File: config.mk
export PLATFORM = sky130hd
export DESIGN_NAME = ir_obstacle_avoid_fsm_flat
export DESIGN_NICKNAME = d
export VERILOG_FILES = /design/src/rtl/iroa_pkg.sv /design/src/rtl/iroa_if.sv /design/src/rtl/iroa_cfg_regs.sv /design/src/rtl/iroa_in_stage.sv /design/src/rtl/iroa_step.sv /design/src/rtl/iroa_out_buf.sv /design/src/rtl/ir_obstacle_avoid_fsm.sv /design/src/flat_wrapper.sv
export VERILOG_INCLUDE_DIRS = /design/src /design/src/rtl
export SDC_FILE = /design/constraint.sdc
export NUM_CORES = 1
export LEC_CHECK = 0
export BUFFER_PORTS_ARGS = -buffer_cell sky130_fd_sc_hd__buf_2
export CAP_MARGIN = 20
export CORE_UTILIZATION = 65
export DETAILED_ROUTE_END_ITERATION = 8
export PLACE_DENSITY = 0.86
export SYNTH_ARGS = -nofsm -noshare
export SYNTH_HDL_FRONTEND = slang
export SYNTH_SLANG_ARGS = --single-unit
File: constraint.sdc
create_clock -name clk -period 10 [get_ports clk]
set_input_delay 2.5 -clock clk [delete_from_list [all_inputs] [get_ports clk]]
set_output_delay 2.5 -clock clk [all_outputs]
set_load 0.01 [all_outputs]
File: src/rtl/ir_obstacle_avoid_fsm_defines.svh
// Assertion macros shared by the obstacle-avoidance controller RTL.
// Each macro expects signals named clk and rst_n in the module that uses it.
`ifndef IR_OBSTACLE_AVOID_FSM_DEFINES_SVH
`define IR_OBSTACLE_AVOID_FSM_DEFINES_SVH

// Same-cycle implication, checked out of reset.
`define IROA_ASSERT_SAME(label, ante, cons, msg) \
    label: assert property (@(posedge clk) disable iff (!rst_n) (ante) |-> (cons)) \
        else $error(msg);

// Next-cycle implication, checked out of reset.
`define IROA_ASSERT_NEXT(label, ante, cons, msg) \
    label: assert property (@(posedge clk) disable iff (!rst_n) (ante) |=> (cons)) \
        else $error(msg);

`endif

File: src/rtl/iroa_pkg.sv
// Shared types and constants for the IR obstacle-avoidance controller.
// No dependencies; every other RTL file but the assertion header imports this package.
package iroa_pkg;

    localparam int unsigned LEVEL_W   = 16;
    localparam int unsigned FB_W      = 8;
    localparam int unsigned MODE_W    = 2;
    localparam int unsigned CMD_W     = 3;
    localparam int unsigned DUTY_W    = 7;
    localparam int unsigned CFG_IDX_W = 3;

    // Item kinds on the input channel; the fourth code means nothing.
    localparam logic [MODE_W-1:0] MODE_SAMPLE   = 2'd0;
    localparam logic [MODE_W-1:0] MODE_FEEDBACK = 2'd1;
    localparam logic [MODE_W-1:0] MODE_TICK     = 2'd2;
    localparam logic [MODE_W-1:0] MODE_SPARE    = 2'd3;

    // Feedback byte that reports the motors as stopped.
    localparam logic [FB_W-1:0] FB_STOPPED = 8'd1;

    localparam logic [DUTY_W-1:0] DUTY_STOP   = 7'd0;
    localparam logic [DUTY_W-1:0] DUTY_CRUISE = 7'd75;
    localparam logic [DUTY_W-1:0] DUTY_AVOID  = 7'd70;

    typedef enum logic [CFG_IDX_W-1:0] {
        CFG_MID_NEAR,
        CFG_LEFT_NEAR,
        CFG_RIGHT_NEAR,
        CFG_MID_FAR,
        CFG_LEFT_FAR,
        CFG_RIGHT_FAR
    } cfg_idx_t;

    typedef enum logic [CMD_W-1:0] {
        CMD_STOP,
        CMD_FORWARD,
        CMD_BACKWARD,
        CMD_PIVOT_RIGHT,
        CMD_PIVOT_LEFT
    } cmd_t;

    typedef enum logic [2:0] {
        PH_WANDER,
        PH_ACK1,
        PH_BACKING,
        PH_ACK2,
        PH_FRONT_PIVOT,
        PH_SIDE_PIVOT
    } phase_t;

    typedef struct packed {
        logic [MODE_W-1:0]  mode;
        logic [LEVEL_W-1:0] left_reading;
        logic [LEVEL_W-1:0] mid_reading;
        logic [LEVEL_W-1:0] right_reading;
        logic [FB_W-1:0]    feedback_value;
    } in_item_t;

    typedef struct packed {
        logic [CMD_W-1:0]  command;
        logic [DUTY_W-1:0] duty;
        logic              last;
    } out_item_t;

    typedef struct packed {
        logic [LEVEL_W-1:0] mid_near;
        logic [LEVEL_W-1:0] left_near;
        logic [LEVEL_W-1:0] right_near;
        logic [LEVEL_W-1:0] mid_clear;
        logic [LEVEL_W-1:0] left_clear;
        logic [LEVEL_W-1:0] right_clear;
    } cfg_t;

    // Up to two results caused by one item, first one first.
    typedef struct packed {
        logic [1:0] count;
        out_item_t  first;
        out_item_t  second;
    } res_pair_t;

endpackage

File: src/rtl/iroa_if.sv
// Valid/ready channel interfaces for input items and result items.
// Depends on iroa_pkg for the payload types.
interface iroa_in_if;
    import iroa_pkg::*;

    logic     valid;
    logic     ready;
    in_item_t item;

    modport source (output valid, output item, input ready);
    modport sink (input valid, input item, output ready);
endinterface

interface iroa_out_if;
    import iroa_pkg::*;

    logic      valid;
    logic      ready;
    out_item_t item;

    modport source (output valid, output item, input ready);
    modport sink (input valid, input item, output ready);
endinterface

File: src/rtl/iroa_cfg_regs.sv
// Threshold register file written through the plain configuration port.
// Depends on iroa_pkg.
module iroa_cfg_regs (
    input  logic                          clk,
    input  logic                          rst_n,
    input  logic                          wr_en,
    input  logic [iroa_pkg::CFG_IDX_W-1:0] wr_index,
    input  logic [iroa_pkg::LEVEL_W-1:0]  wr_data,
    output iroa_pkg::cfg_t                cfg
);
    import iroa_pkg::*;

    cfg_t cfg_reg;
    cfg_t cfg_next;

    // Decode the register index; indexes past the list are dropped.
    always_comb
    begin
        cfg_next = cfg_reg;
        if (wr_en)
        begin
            case (cfg_idx_t'(wr_index))
                CFG_MID_NEAR:   cfg_next.mid_near    = wr_data;
                CFG_LEFT_NEAR:  cfg_next.left_near   = wr_data;
                CFG_RIGHT_NEAR: cfg_next.right_near  = wr_data;
                CFG_MID_FAR:    cfg_next.mid_clear   = wr_data;
                CFG_LEFT_FAR:   cfg_next.left_clear  = wr_data;
                CFG_RIGHT_FAR:  cfg_next.right_clear = wr_data;
                default:        cfg_next = cfg_reg;
            endcase
        end
    end

    always_ff @(posedge clk or negedge rst_n)
    begin
        if (!rst_n)
        begin
            cfg_reg <= '0;
        end
        else
        begin
            cfg_reg <= cfg_next;
        end
    end

    assign cfg = cfg_reg;

endmodule

File: src/rtl/iroa_in_stage.sv
// Input register: captures one beat from the input channel.
// Depends on iroa_pkg and iroa_in_if.
module iroa_in_stage (
    input  logic             clk,
    input  logic             rst_n,
    iroa_in_if.sink          in_ch,
    input  logic             fire,
    output logic             valid,
    output iroa_pkg::in_item_t item
);
    import iroa_pkg::*;

    logic     valid_reg;
    logic     valid_next;
    in_item_t item_reg;
    logic     in_fire;

    // The register takes a new beat when empty or when its item moves on.
    assign in_ch.ready = !valid_reg || fire;
    assign in_fire     = in_ch.valid && in_ch.ready;

    always_comb
    begin
        if (in_fire)
        begin
            valid_next = 1'b1;
        end
        else if (fire)
        begin
            valid_next = 1'b0;
        end
        else
        begin
            valid_next = valid_reg;
        end
    end

    always_ff @(posedge clk or negedge rst_n)
    begin
        if (!rst_n)
        begin
            valid_reg <= 1'b0;
        end
        else
        begin
            valid_reg <= valid_next;
        end
    end

    // Payload needs no reset.
    always_ff @(posedge clk)
    begin
        if (in_fire)
        begin
            item_reg <= in_ch.item;
        end
    end

    assign valid = valid_reg;
    assign item  = item_reg;

endmodule

File: src/rtl/iroa_step.sv
// Phase machine and sensor levels: works out the results of one item.
// Depends on iroa_pkg and ir_obstacle_avoid_fsm_defines.svh.
`include "ir_obstacle_avoid_fsm_defines.svh"

module iroa_step (
    input  logic                clk,
    input  logic                rst_n,
    input  logic                fire,
    input  iroa_pkg::in_item_t  item,
    input  iroa_pkg::cfg_t      cfg,
    output iroa_pkg::res_pair_t res
);
    import iroa_pkg::*;

    phase_t             phase_reg;
    phase_t             phase_next;
    logic [LEVEL_W-1:0] left_level_reg;
    logic [LEVEL_W-1:0] left_level_next;
    logic [LEVEL_W-1:0] mid_level_reg;
    logic [LEVEL_W-1:0] mid_level_next;
    logic [LEVEL_W-1:0] right_level_reg;
    logic [LEVEL_W-1:0] right_level_next;
    logic               side_is_left_reg;
    logic               side_is_left_next;
    logic               front_pending_reg;
    logic               front_pending_next;

    logic               is_sample;
    logic               is_ack;
    logic               is_tick;
    logic [LEVEL_W-1:0] left_cur;
    logic [LEVEL_W-1:0] mid_cur;
    logic [LEVEL_W-1:0] right_cur;
    logic               front_clear;
    logic               side_clear;
    logic               obst_mid;
    logic               obst_left;
    logic               obst_right;
    logic               obst_any;
    logic               left_higher;

    // Build one result with the duty that goes with its command.
    function automatic out_item_t mk_result(cmd_t cmd);
        out_item_t r;
        r.command = cmd;
        r.last    = 1'b0;
        case (cmd)
            CMD_STOP:    r.duty = DUTY_STOP;
            CMD_FORWARD: r.duty = DUTY_CRUISE;
            default:     r.duty = DUTY_AVOID;
        endcase
        return r;
    endfunction

    // Item decode; a sample's readings count at once for the exit checks.
    assign is_sample = (item.mode == MODE_SAMPLE);
    assign is_ack    = (item.mode == MODE_FEEDBACK) && (item.feedback_value == FB_STOPPED);
    assign is_tick   = (item.mode == MODE_TICK);
    assign left_cur  = is_sample ? item.left_reading  : left_level_reg;
    assign mid_cur   = is_sample ? item.mid_reading   : mid_level_reg;
    assign right_cur = is_sample ? item.right_reading : right_level_reg;

    // Threshold compares.
    assign front_clear = (mid_cur <= cfg.mid_clear);
    assign side_clear  = side_is_left_reg ? (left_cur <= cfg.left_clear)
                                          : (right_cur <= cfg.right_clear);
    assign obst_mid    = (mid_level_reg > cfg.mid_near);
    assign obst_left   = (left_level_reg > cfg.left_near);
    assign obst_right  = (right_level_reg > cfg.right_near);
    assign obst_any    = obst_mid || obst_left || obst_right;
    assign left_higher = (left_level_reg > right_level_reg);

    // Next phase.
    always_comb
    begin
        phase_next = phase_reg;
        if (fire)
        begin
            case (phase_reg)
                PH_WANDER:
                begin
                    if (is_tick && obst_any)
                    begin
                        phase_next = PH_ACK1;
                    end
                end
                PH_ACK1:
                begin
                    if (is_ack)
                    begin
                        if (front_pending_reg)
                        begin
                            phase_next = front_clear ? PH_ACK2 : PH_BACKING;
                        end
                        else
                        begin
                            phase_next = side_clear ? PH_WANDER : PH_SIDE_PIVOT;
                        end
                    end
                end
                PH_BACKING:
                begin
                    if (is_sample && front_clear)
                    begin
                        phase_next = PH_ACK2;
                    end
                end
                PH_ACK2:
                begin
                    if (is_ack)
                    begin
                        phase_next = front_clear ? PH_WANDER : PH_FRONT_PIVOT;
                    end
                end
                PH_FRONT_PIVOT:
                begin
                    if (is_sample && front_clear)
                    begin
                        phase_next = PH_WANDER;
                    end
                end
                PH_SIDE_PIVOT:
                begin
                    if (is_sample && side_clear)
                    begin
                        phase_next = PH_WANDER;
                    end
                end
                default:
                begin
                    phase_next = PH_WANDER;
                end
            endcase
        end
    end

    // Results of the current item.
    always_comb
    begin
        res = '0;
        case (phase_reg)
            PH_WANDER:
            begin
                if (is_tick)
                begin
                    res.count = 2'd1;
                    res.first = mk_result(obst_any ? CMD_STOP : CMD_FORWARD);
                end
            end
            PH_ACK1:
            begin
                if (is_ack)
                begin
                    if (front_pending_reg)
                    begin
                        res.first  = mk_result(CMD_BACKWARD);
                        res.second = mk_result(CMD_STOP);
                        res.count  = front_clear ? 2'd2 : 2'd1;
                    end
                    else
                    begin
                        res.first  = mk_result(side_is_left_reg ? CMD_PIVOT_RIGHT
                                                                : CMD_PIVOT_LEFT);
                        res.second = mk_result(CMD_FORWARD);
                        res.count  = side_clear ? 2'd2 : 2'd1;
                    end
                end
            end
            PH_BACKING:
            begin
                if (is_sample && front_clear)
                begin
                    res.count = 2'd1;
                    res.first = mk_result(CMD_STOP);
                end
            end
            PH_ACK2:
            begin
                if (is_ack)
                begin
                    res.first  = mk_result(left_higher ? CMD_PIVOT_RIGHT : CMD_PIVOT_LEFT);
                    res.second = mk_result(CMD_FORWARD);
                    res.count  = front_clear ? 2'd2 : 2'd1;
                end
            end
            PH_FRONT_PIVOT:
            begin
                if (is_sample && front_clear)
                begin
                    res.count = 2'd1;
                    res.first = mk_result(CMD_FORWARD);
                end
            end
            PH_SIDE_PIVOT:
            begin
                if (is_sample && side_clear)
                begin
                    res.count = 2'd1;
                    res.first = mk_result(CMD_FORWARD);
                end
            end
            default:
            begin
                res = '0;
            end
        endcase
        res.first.last  = (res.count == 2'd1);
        res.second.last = 1'b1;
    end

    // Sensor levels and obstacle flags.
    always_comb
    begin
        left_level_next    = left_level_reg;
        mid_level_next     = mid_level_reg;
        right_level_next   = right_level_reg;
        side_is_left_next  = side_is_left_reg;
        front_pending_next = front_pending_reg;
        if (fire && is_sample)
        begin
            left_level_next  = item.left_reading;
            mid_level_next   = item.mid_reading;
            right_level_next = item.right_reading;
        end
        if (fire && is_tick && (phase_reg == PH_WANDER))
        begin
            if (obst_mid)
            begin
                front_pending_next = 1'b1;
            end
            else if (obst_left)
            begin
                front_pending_next = 1'b0;
                side_is_left_next  = 1'b1;
            end
            else if (obst_right)
            begin
                front_pending_next = 1'b0;
                side_is_left_next  = 1'b0;
            end
        end
    end

    always_ff @(posedge clk or negedge rst_n)
    begin
        if (!rst_n)
        begin
            phase_reg         <= PH_WANDER;
            left_level_reg    <= '0;
            mid_level_reg     <= '0;
            right_level_reg   <= '0;
            side_is_left_reg  <= 1'b0;
            front_pending_reg <= 1'b0;
        end
        else
        begin
            phase_reg         <= phase_next;
            left_level_reg    <= left_level_next;
            mid_level_reg     <= mid_level_next;
            right_level_reg   <= right_level_next;
            side_is_left_reg  <= side_is_left_next;
            front_pending_reg <= front_pending_next;
        end
    end

    // Only a stop acknowledge can produce two results.
    `IROA_ASSERT_SAME(a_pair_from_ack, fire && (res.count == 2'd2), is_ack, "pair not from an ack")
    // A tick outside wander is ignored.
    `IROA_ASSERT_SAME(a_tick_quiet, fire && is_tick && (phase_reg != PH_WANDER), res.count == 2'd0, "tick gave result outside wander")
    // A stop on a tick always leads into the first stop wait.
    `IROA_ASSERT_NEXT(a_tick_stop, fire && is_tick && (phase_reg == PH_WANDER) && obst_any, phase_reg == PH_ACK1, "stop without ack wait")

endmodule

File: src/rtl/iroa_out_buf.sv
// Result register: holds up to two results and hands them out one beat each.
// Depends on iroa_pkg, iroa_out_if and ir_obstacle_avoid_fsm_defines.svh.
`include "ir_obstacle_avoid_fsm_defines.svh"

module iroa_out_buf (
    input  logic                clk,
    input  logic                rst_n,
    input  logic                fire,
    input  iroa_pkg::res_pair_t res,
    output logic                free,
    iroa_out_if.source          out_ch
);
    import iroa_pkg::*;

    logic [1:0] rem_reg;
    logic [1:0] rem_next;
    out_item_t  head_reg;
    out_item_t  head_next;
    out_item_t  tail_reg;
    out_item_t  tail_next;
    logic       out_fire;
    logic       load;

    assign out_ch.valid = (rem_reg != 2'd0);
    assign out_ch.item  = head_reg;
    assign out_fire     = out_ch.valid && out_ch.ready;

    // Room for a new pair once the last held result leaves this cycle.
    assign free = (rem_reg == 2'd0) || ((rem_reg == 2'd1) && out_ch.ready);
    assign load = fire && (res.count != 2'd0);

    always_comb
    begin
        if (load)
        begin
            rem_next = res.count;
        end
        else if (out_fire)
        begin
            rem_next = rem_reg - 2'd1;
        end
        else
        begin
            rem_next = rem_reg;
        end
    end

    // The second result moves up once the first has gone.
    always_comb
    begin
        head_next = head_reg;
        tail_next = tail_reg;
        if (load)
        begin
            head_next = res.first;
            tail_next = res.second;
        end
        else if (out_fire && (rem_reg == 2'd2))
        begin
            head_next = tail_reg;
        end
    end

    always_ff @(posedge clk or negedge rst_n)
    begin
        if (!rst_n)
        begin
            rem_reg <= 2'd0;
        end
        else
        begin
            rem_reg <= rem_next;
        end
    end

    always_ff @(posedge clk)
    begin
        head_reg <= head_next;
        tail_reg <= tail_next;
    end

    // A pair is never loaded over a result still waiting.
    `IROA_ASSERT_SAME(a_load_free, load, (rem_reg == 2'd0) || ((rem_reg == 2'd1) && out_fire), "load over pending result")
    // A shown result without the last flag always has its partner behind it.
    `IROA_ASSERT_SAME(a_partner_held, out_ch.valid && !head_reg.last, rem_reg == 2'd2, "non-final result without partner")
    // After the first of a pair leaves, the second is shown next.
    `IROA_ASSERT_NEXT(a_second_follows, out_fire && (rem_reg == 2'd2), out_ch.valid && out_ch.item.last, "second result lost")

endmodule

File: src/rtl/ir_obstacle_avoid_fsm.sv
// Top level of the IR obstacle-avoidance controller.
// Depends on iroa_pkg, iroa_if, iroa_cfg_regs, iroa_in_stage, iroa_step, iroa_out_buf.
//
//  Channel  Direction  Handshake          Beat
//  in_ch    sink       valid/ready        mode, three IR readings, feedback byte
//  out_ch   source     valid/ready        command, duty, last
//  cfg_wr   sink       cfg_wr_en only     6 threshold registers, 16 bits each
//
// Throughput is one item per cycle while each item gives at most one result and
// out_ch takes a beat every cycle; an item that gives two results holds the result
// register until its second result leaves, so the next item waits.
// An item passes the input register, then the phase logic into the result register.
// Reset clears the thresholds, the levels, the phase (wander) and all valid flags.
// A stall on out_ch backs up through the input register to in_ch.ready.
module ir_obstacle_avoid_fsm (
    input  logic                           clk,
    input  logic                           rst_n,
    input  logic                           cfg_wr_en,
    input  logic [iroa_pkg::CFG_IDX_W-1:0] cfg_wr_index,
    input  logic [iroa_pkg::LEVEL_W-1:0]   cfg_wr_data,
    iroa_in_if.sink                        in_ch,
    iroa_out_if.source                     out_ch
);
    import iroa_pkg::*;

    cfg_t      cfg;
    logic      stage_valid;
    in_item_t  stage_item;
    res_pair_t res;
    logic      free;
    logic      fire;

    // The held item is processed when the result register has room.
    assign fire = stage_valid && free;

    iroa_cfg_regs u_cfg (
        .clk      (clk),
        .rst_n    (rst_n),
        .wr_en    (cfg_wr_en),
        .wr_index (cfg_wr_index),
        .wr_data  (cfg_wr_data),
        .cfg      (cfg)
    );

    iroa_in_stage u_in (
        .clk   (clk),
        .rst_n (rst_n),
        .in_ch (in_ch),
        .fire  (fire),
        .valid (stage_valid),
        .item  (stage_item)
    );

    iroa_step u_step (
        .clk   (clk),
        .rst_n (rst_n),
        .fire  (fire),
        .item  (stage_item),
        .cfg   (cfg),
        .res   (res)
    );

    iroa_out_buf u_out (
        .clk    (clk),
        .rst_n  (rst_n),
        .fire   (fire),
        .res    (res),
        .free   (free),
        .out_ch (out_ch)
    );

endmodule
File: src/flat_wrapper.sv
// flat-port wrapper written by rule: the top's interface ports become plain ports
module ir_obstacle_avoid_fsm_flat import iroa_pkg::*;
  (clk, rst_n, cfg_wr_en, cfg_wr_index, cfg_wr_data, in_ch_valid, in_ch_item, in_ch_ready, out_ch_valid, out_ch_item, out_ch_ready);
  iroa_in_if in_ch_i ();
  iroa_out_if out_ch_i ();
  input  logic clk;
  input  logic rst_n;
  input  logic cfg_wr_en;
  input  logic [iroa_pkg::CFG_IDX_W-1:0] cfg_wr_index;
  input  logic [iroa_pkg::LEVEL_W-1:0] cfg_wr_data;
  input wire logic [$bits(in_ch_i.valid)-1:0] in_ch_valid;
  input wire logic [$bits(in_ch_i.item)-1:0] in_ch_item;
  output wire logic [$bits(in_ch_i.ready)-1:0] in_ch_ready;
  output wire logic [$bits(out_ch_i.valid)-1:0] out_ch_valid;
  output wire logic [$bits(out_ch_i.item)-1:0] out_ch_item;
  input wire logic [$bits(out_ch_i.ready)-1:0] out_ch_ready;
  assign in_ch_i.valid = in_ch_valid;
  assign in_ch_i.item = in_ch_item;
  assign in_ch_ready = in_ch_i.ready;
  assign out_ch_valid = out_ch_i.valid;
  assign out_ch_item = out_ch_i.item;
  assign out_ch_i.ready = out_ch_ready;
  ir_obstacle_avoid_fsm u_core (.clk(clk), .rst_n(rst_n), .cfg_wr_en(cfg_wr_en), .cfg_wr_index(cfg_wr_index), .cfg_wr_data(cfg_wr_data), .in_ch(in_ch_i), .out_ch(out_ch_i));
endmodule
==> results by group <==
STA
  – Period utilisation layout: 55.3%
  – Skew final: 0.0131 ns
  – Final Max Slew Viols: 0
  – Slew HR: 31.2%
  – Worst Setup Slack, final: 4.47 ns
  – Worst Tran Pin Value: 1.03 ns
  – Fin Setup TNS: 0 ns
  – Final setup vio count: 0
  – RSZ-0062 raised after global routing: no
  – Fin. Hold Viols: 0
  – Fmax achieved: 181 MHz
  – Min Tclk post-route: 5.53 ns

Final layout
  – Flip-flop count of the largest register after layout: 96
  – Commonest non-fill, non-tap cell in the layout: dfrtp_1
  – Nets@finish: 1298
  – Area grow syn2layout: 12.2%
  – Fin cells: 1337
  – Leading cell types in the layout, fill and taps excluded: 152 x dfrtp_1, 122 x inv_1, 115 x ha_1
  – Inserted Diodes: 0
  – Final Util: 75.8%
  – Layout cells sized above 1: 23.9%

Die
  – Initial Util: 67.6%
  – Core ar.: 16800 µm²
  – Die width: 134 µm
  – Ports: 95
  – Die outline area: 18000 µm²
  – Die Y: 134 µm
  – Row count: 47

Detailed routing
  – Final ANT Viol Nets: 0
  – Vias/cell: 5.92
  – Initial DRC Count: 476
  – DR WL/cell: 18.5 µm
  – Vias: 7910
  – Total wire length: 24800 µm
  – DRC viols: 0
  – Drt first pass iters: 6

Critical path
  – Slowest CP cell: a21oi_1
  – Crit Path Max Fanout: 3
  – CP required: 7.50 ns
  – Family with the most delay on the worst path: buffers and inverters
  – Crit path capture: in_ch_ready
  – Max stage delay on crit path: 0.17 ns
  – CP Launch Type: primary input
  – Worst path depth: 4
  – R2r setup slk: 5.49 ns
  – Cell mode on critical path: buf_2
  – CP arrival: 3.03 ns
  – Buf+Inv Stages, Crit Path: 2
  – Critical path endpoint category: primary output
  – Crit Path Class: primary input to primary output
  – CP cell instances: buf_2 -> a21oi_1 -> nand2_1 -> buf_2
  – R2R depth: 12
  – Worst Setup SP: out_ch_ready
  – Worst reg2reg startpoint: u_core.u_in.item[57]
  – Reg2Reg Capture Point: u_core.u_out.out_ch.item[0]

Yosys
  – Fraction of registers with async set/reset: 69.7%
  – Post-synthesis cell area: 11400 µm²
  – Main flop type after synthesis: dfrtp_1
  – Seq/Total Area, Yosys: 50.9%
  – YS warnings: 0
  – Yosys reg bits: 218
  – Post-synth EDFFs: 66
  – Mapped Cells: 1009
  – Syn_area_per_cell: 11.3 µm²
  – Synth unique cells: 61

Clocking
  – Clk Latency, worst-skew pair: 0.51 ns
  – Clk sinks: 218
  – CTS max path bufs: 3
  – Post-CTS Hold Buffers: 0
  – Clock transition at the registers of the reported paths: 0.06 ns
  – Cts repair resizes: 0
  – H-tree depth: 1
  – TritonCTS Buffers: 23
  – Clock Root Buffer: clkbuf_16
  – CTS tree: built
  – Post-CTS setup buffers: 0

Placed design
  – Dpl hpwl: 17400 µm
  – Placed Cells: 1295
  – Port Buf Inserts: 92
  – Setup Slack @ Placement: 4.47 ns
  – RePlAce Congestion: 0.902

Flow run
  – Max_cap viols: 0

Global routing
  – Initial antenna violation count: 0
  – Vias in the first global route: 8074
  – First-pass GRT wire length: 39500 µm
  – Largest net degree at the start of global routing: 81
  – Global route total overflow: 0
  – Gr usage total: 28.3%

Hold path
  – Classification of the worst-slack hold path: register to register

Power and ir drop
  – Leak: 5.85 nW
  – Worst vdd ir: 187 µV
  – Pwr Density: 276 nW/µm²

Run status
  – Status: complete, no violations
==> cell usage after synthesis (2+ instances only) <==
master	instances	area [µm²]
o22ai_1	2	12.5
ha_1	115	1440
or2_2	2	12.5
inv_1	122	458
a21boi_0	4	30.0
clkbuf_1	26	97.6
o2111ai_1	2	17.5
buf_6	2	22.5
a22oi_1	3	22.5
o31ai_1	3	22.5
buf_1	2	7.51
edfxtp_1	66	1980
nand3_1	15	75.1
mux2i_1	4	40.0
mux2_2	114	1280
a21o_1	9	67.6
o21ai_0	89	445
o41ai_1	2	17.5
a21oi_1	46	230
and2_1	5	31.3
xnor2_1	2	17.5
nand2b_1	3	18.8
nor2_1	25	93.8
nor2b_1	10	62.6
dfrtp_1	152	3800
buf_4	5	37.5
nand4_1	18	113
a221o_1	2	20.0
o211ai_1	5	37.5
a2111oi_0	2	17.5
nor4_1	5	31.3
a211oi_1	7	52.6
nor3_1	11	55.1
nand2_1	101	379
o221ai_1	2	17.5
==> cells by family (layout without fill, tap and decap cells) <==
group | count (synthesis) | count (layout) | synth area share [%]
buffers and inverters | 157 | 264 | 5.48
AND/OR/NAND/NOR | 204 | 204 | 8.43
flip-flops | 218 | 218 | 50.9
XOR/XNOR | 2 | 2 | 0.154
other | 1 | 2 | 0.0330
multiplexers | 118 | 118 | 11.6
adder cells (fa/ha/maj) | 115 | 115 | 12.7
AO/OA/AOI/OAI | 194 | 194 | 10.7
==> worst reg2reg max path: cells and delay by family (launching register included) <==
| family | cells | cell delay [ns] |
|---|---|---|
| mux | 1 | 0.42 |
| fa+ha+maj | 1 | 0.32 |
| compound gates | 4 | 1.28 |
| simple gates | 5 | 1.14 |
| buf+inv | 1 | 0.59 |
| flops | 1 | 0.46 |
==> metal layers <==
metal | vias to the layer above | share of wire (%) | GRT usage [%]
li1 | 3740 | - | -
met1 | 3858 | 43 | 36.5
met2 | 240 | 48 | 47.8
met3 | 72 | 5.0 | 4.04
met4 | 0 | 4.1 | 12.1
met5 | - | 0 | 0
==> through the flow <==
step	instance area (µm²)	power (mW)	hold slack, ns
floorplan	11400	2.30	0.476
global placement	12000	2.60	0.484
detailed placement	12000	2.69	0.491
CTS	12700	3.51	0.505
global route	12800	3.75	0.517
finish	12800	3.51	0.504
==> layout make-up <==
| class | instances | area (µm²) |
|---|---|---|
| sequential | 218 | 5790 |
| clock buffer | 29 | 619 |
| inverter | 122 | 458 |
| multi-input combinational | 635 | 4980 |
| fill | 1111 | 4060 |
| tap | 220 | 275 |
| clock inverter | 12 | 80.1 |
| timing repair buffer | 101 | 554 |
==> worst min path at each step <==
stage,from,cells past startpoint,slack [ns],endpoint
after floorplan,u_core.u_in.item[51],1,0.48,u_core.u_step.left_level_reg[11]
after global placement,u_core.u_in.item[51],1,0.48,u_core.u_step.left_level_reg[11]
after detailed placement,u_core.u_in.item[25],1,0.49,u_core.u_step.mid_level_reg[1]
after CTS,u_core.u_in.item[25],1,0.50,u_core.u_step.mid_level_reg[1]
after global routing,u_core.u_cfg.cfg[4],1,0.52,u_core.u_cfg.cfg[4]
final,u_core.u_in.item[37],1,0.50,u_core.u_step.mid_level_reg[13]
==> report_power, final <==
group	leakage [nW]	switching (mW)	internal, mW	total [mW]
Clock	0.349	0.342	0.463	0.805
Combinational	3.05	0.730	0.602	1.33
Sequential	2.44	0.183	1.19	1.38
Total	5.85	1.25	2.26	3.51
Note: power is estimated with default switching activity, not from simulation.
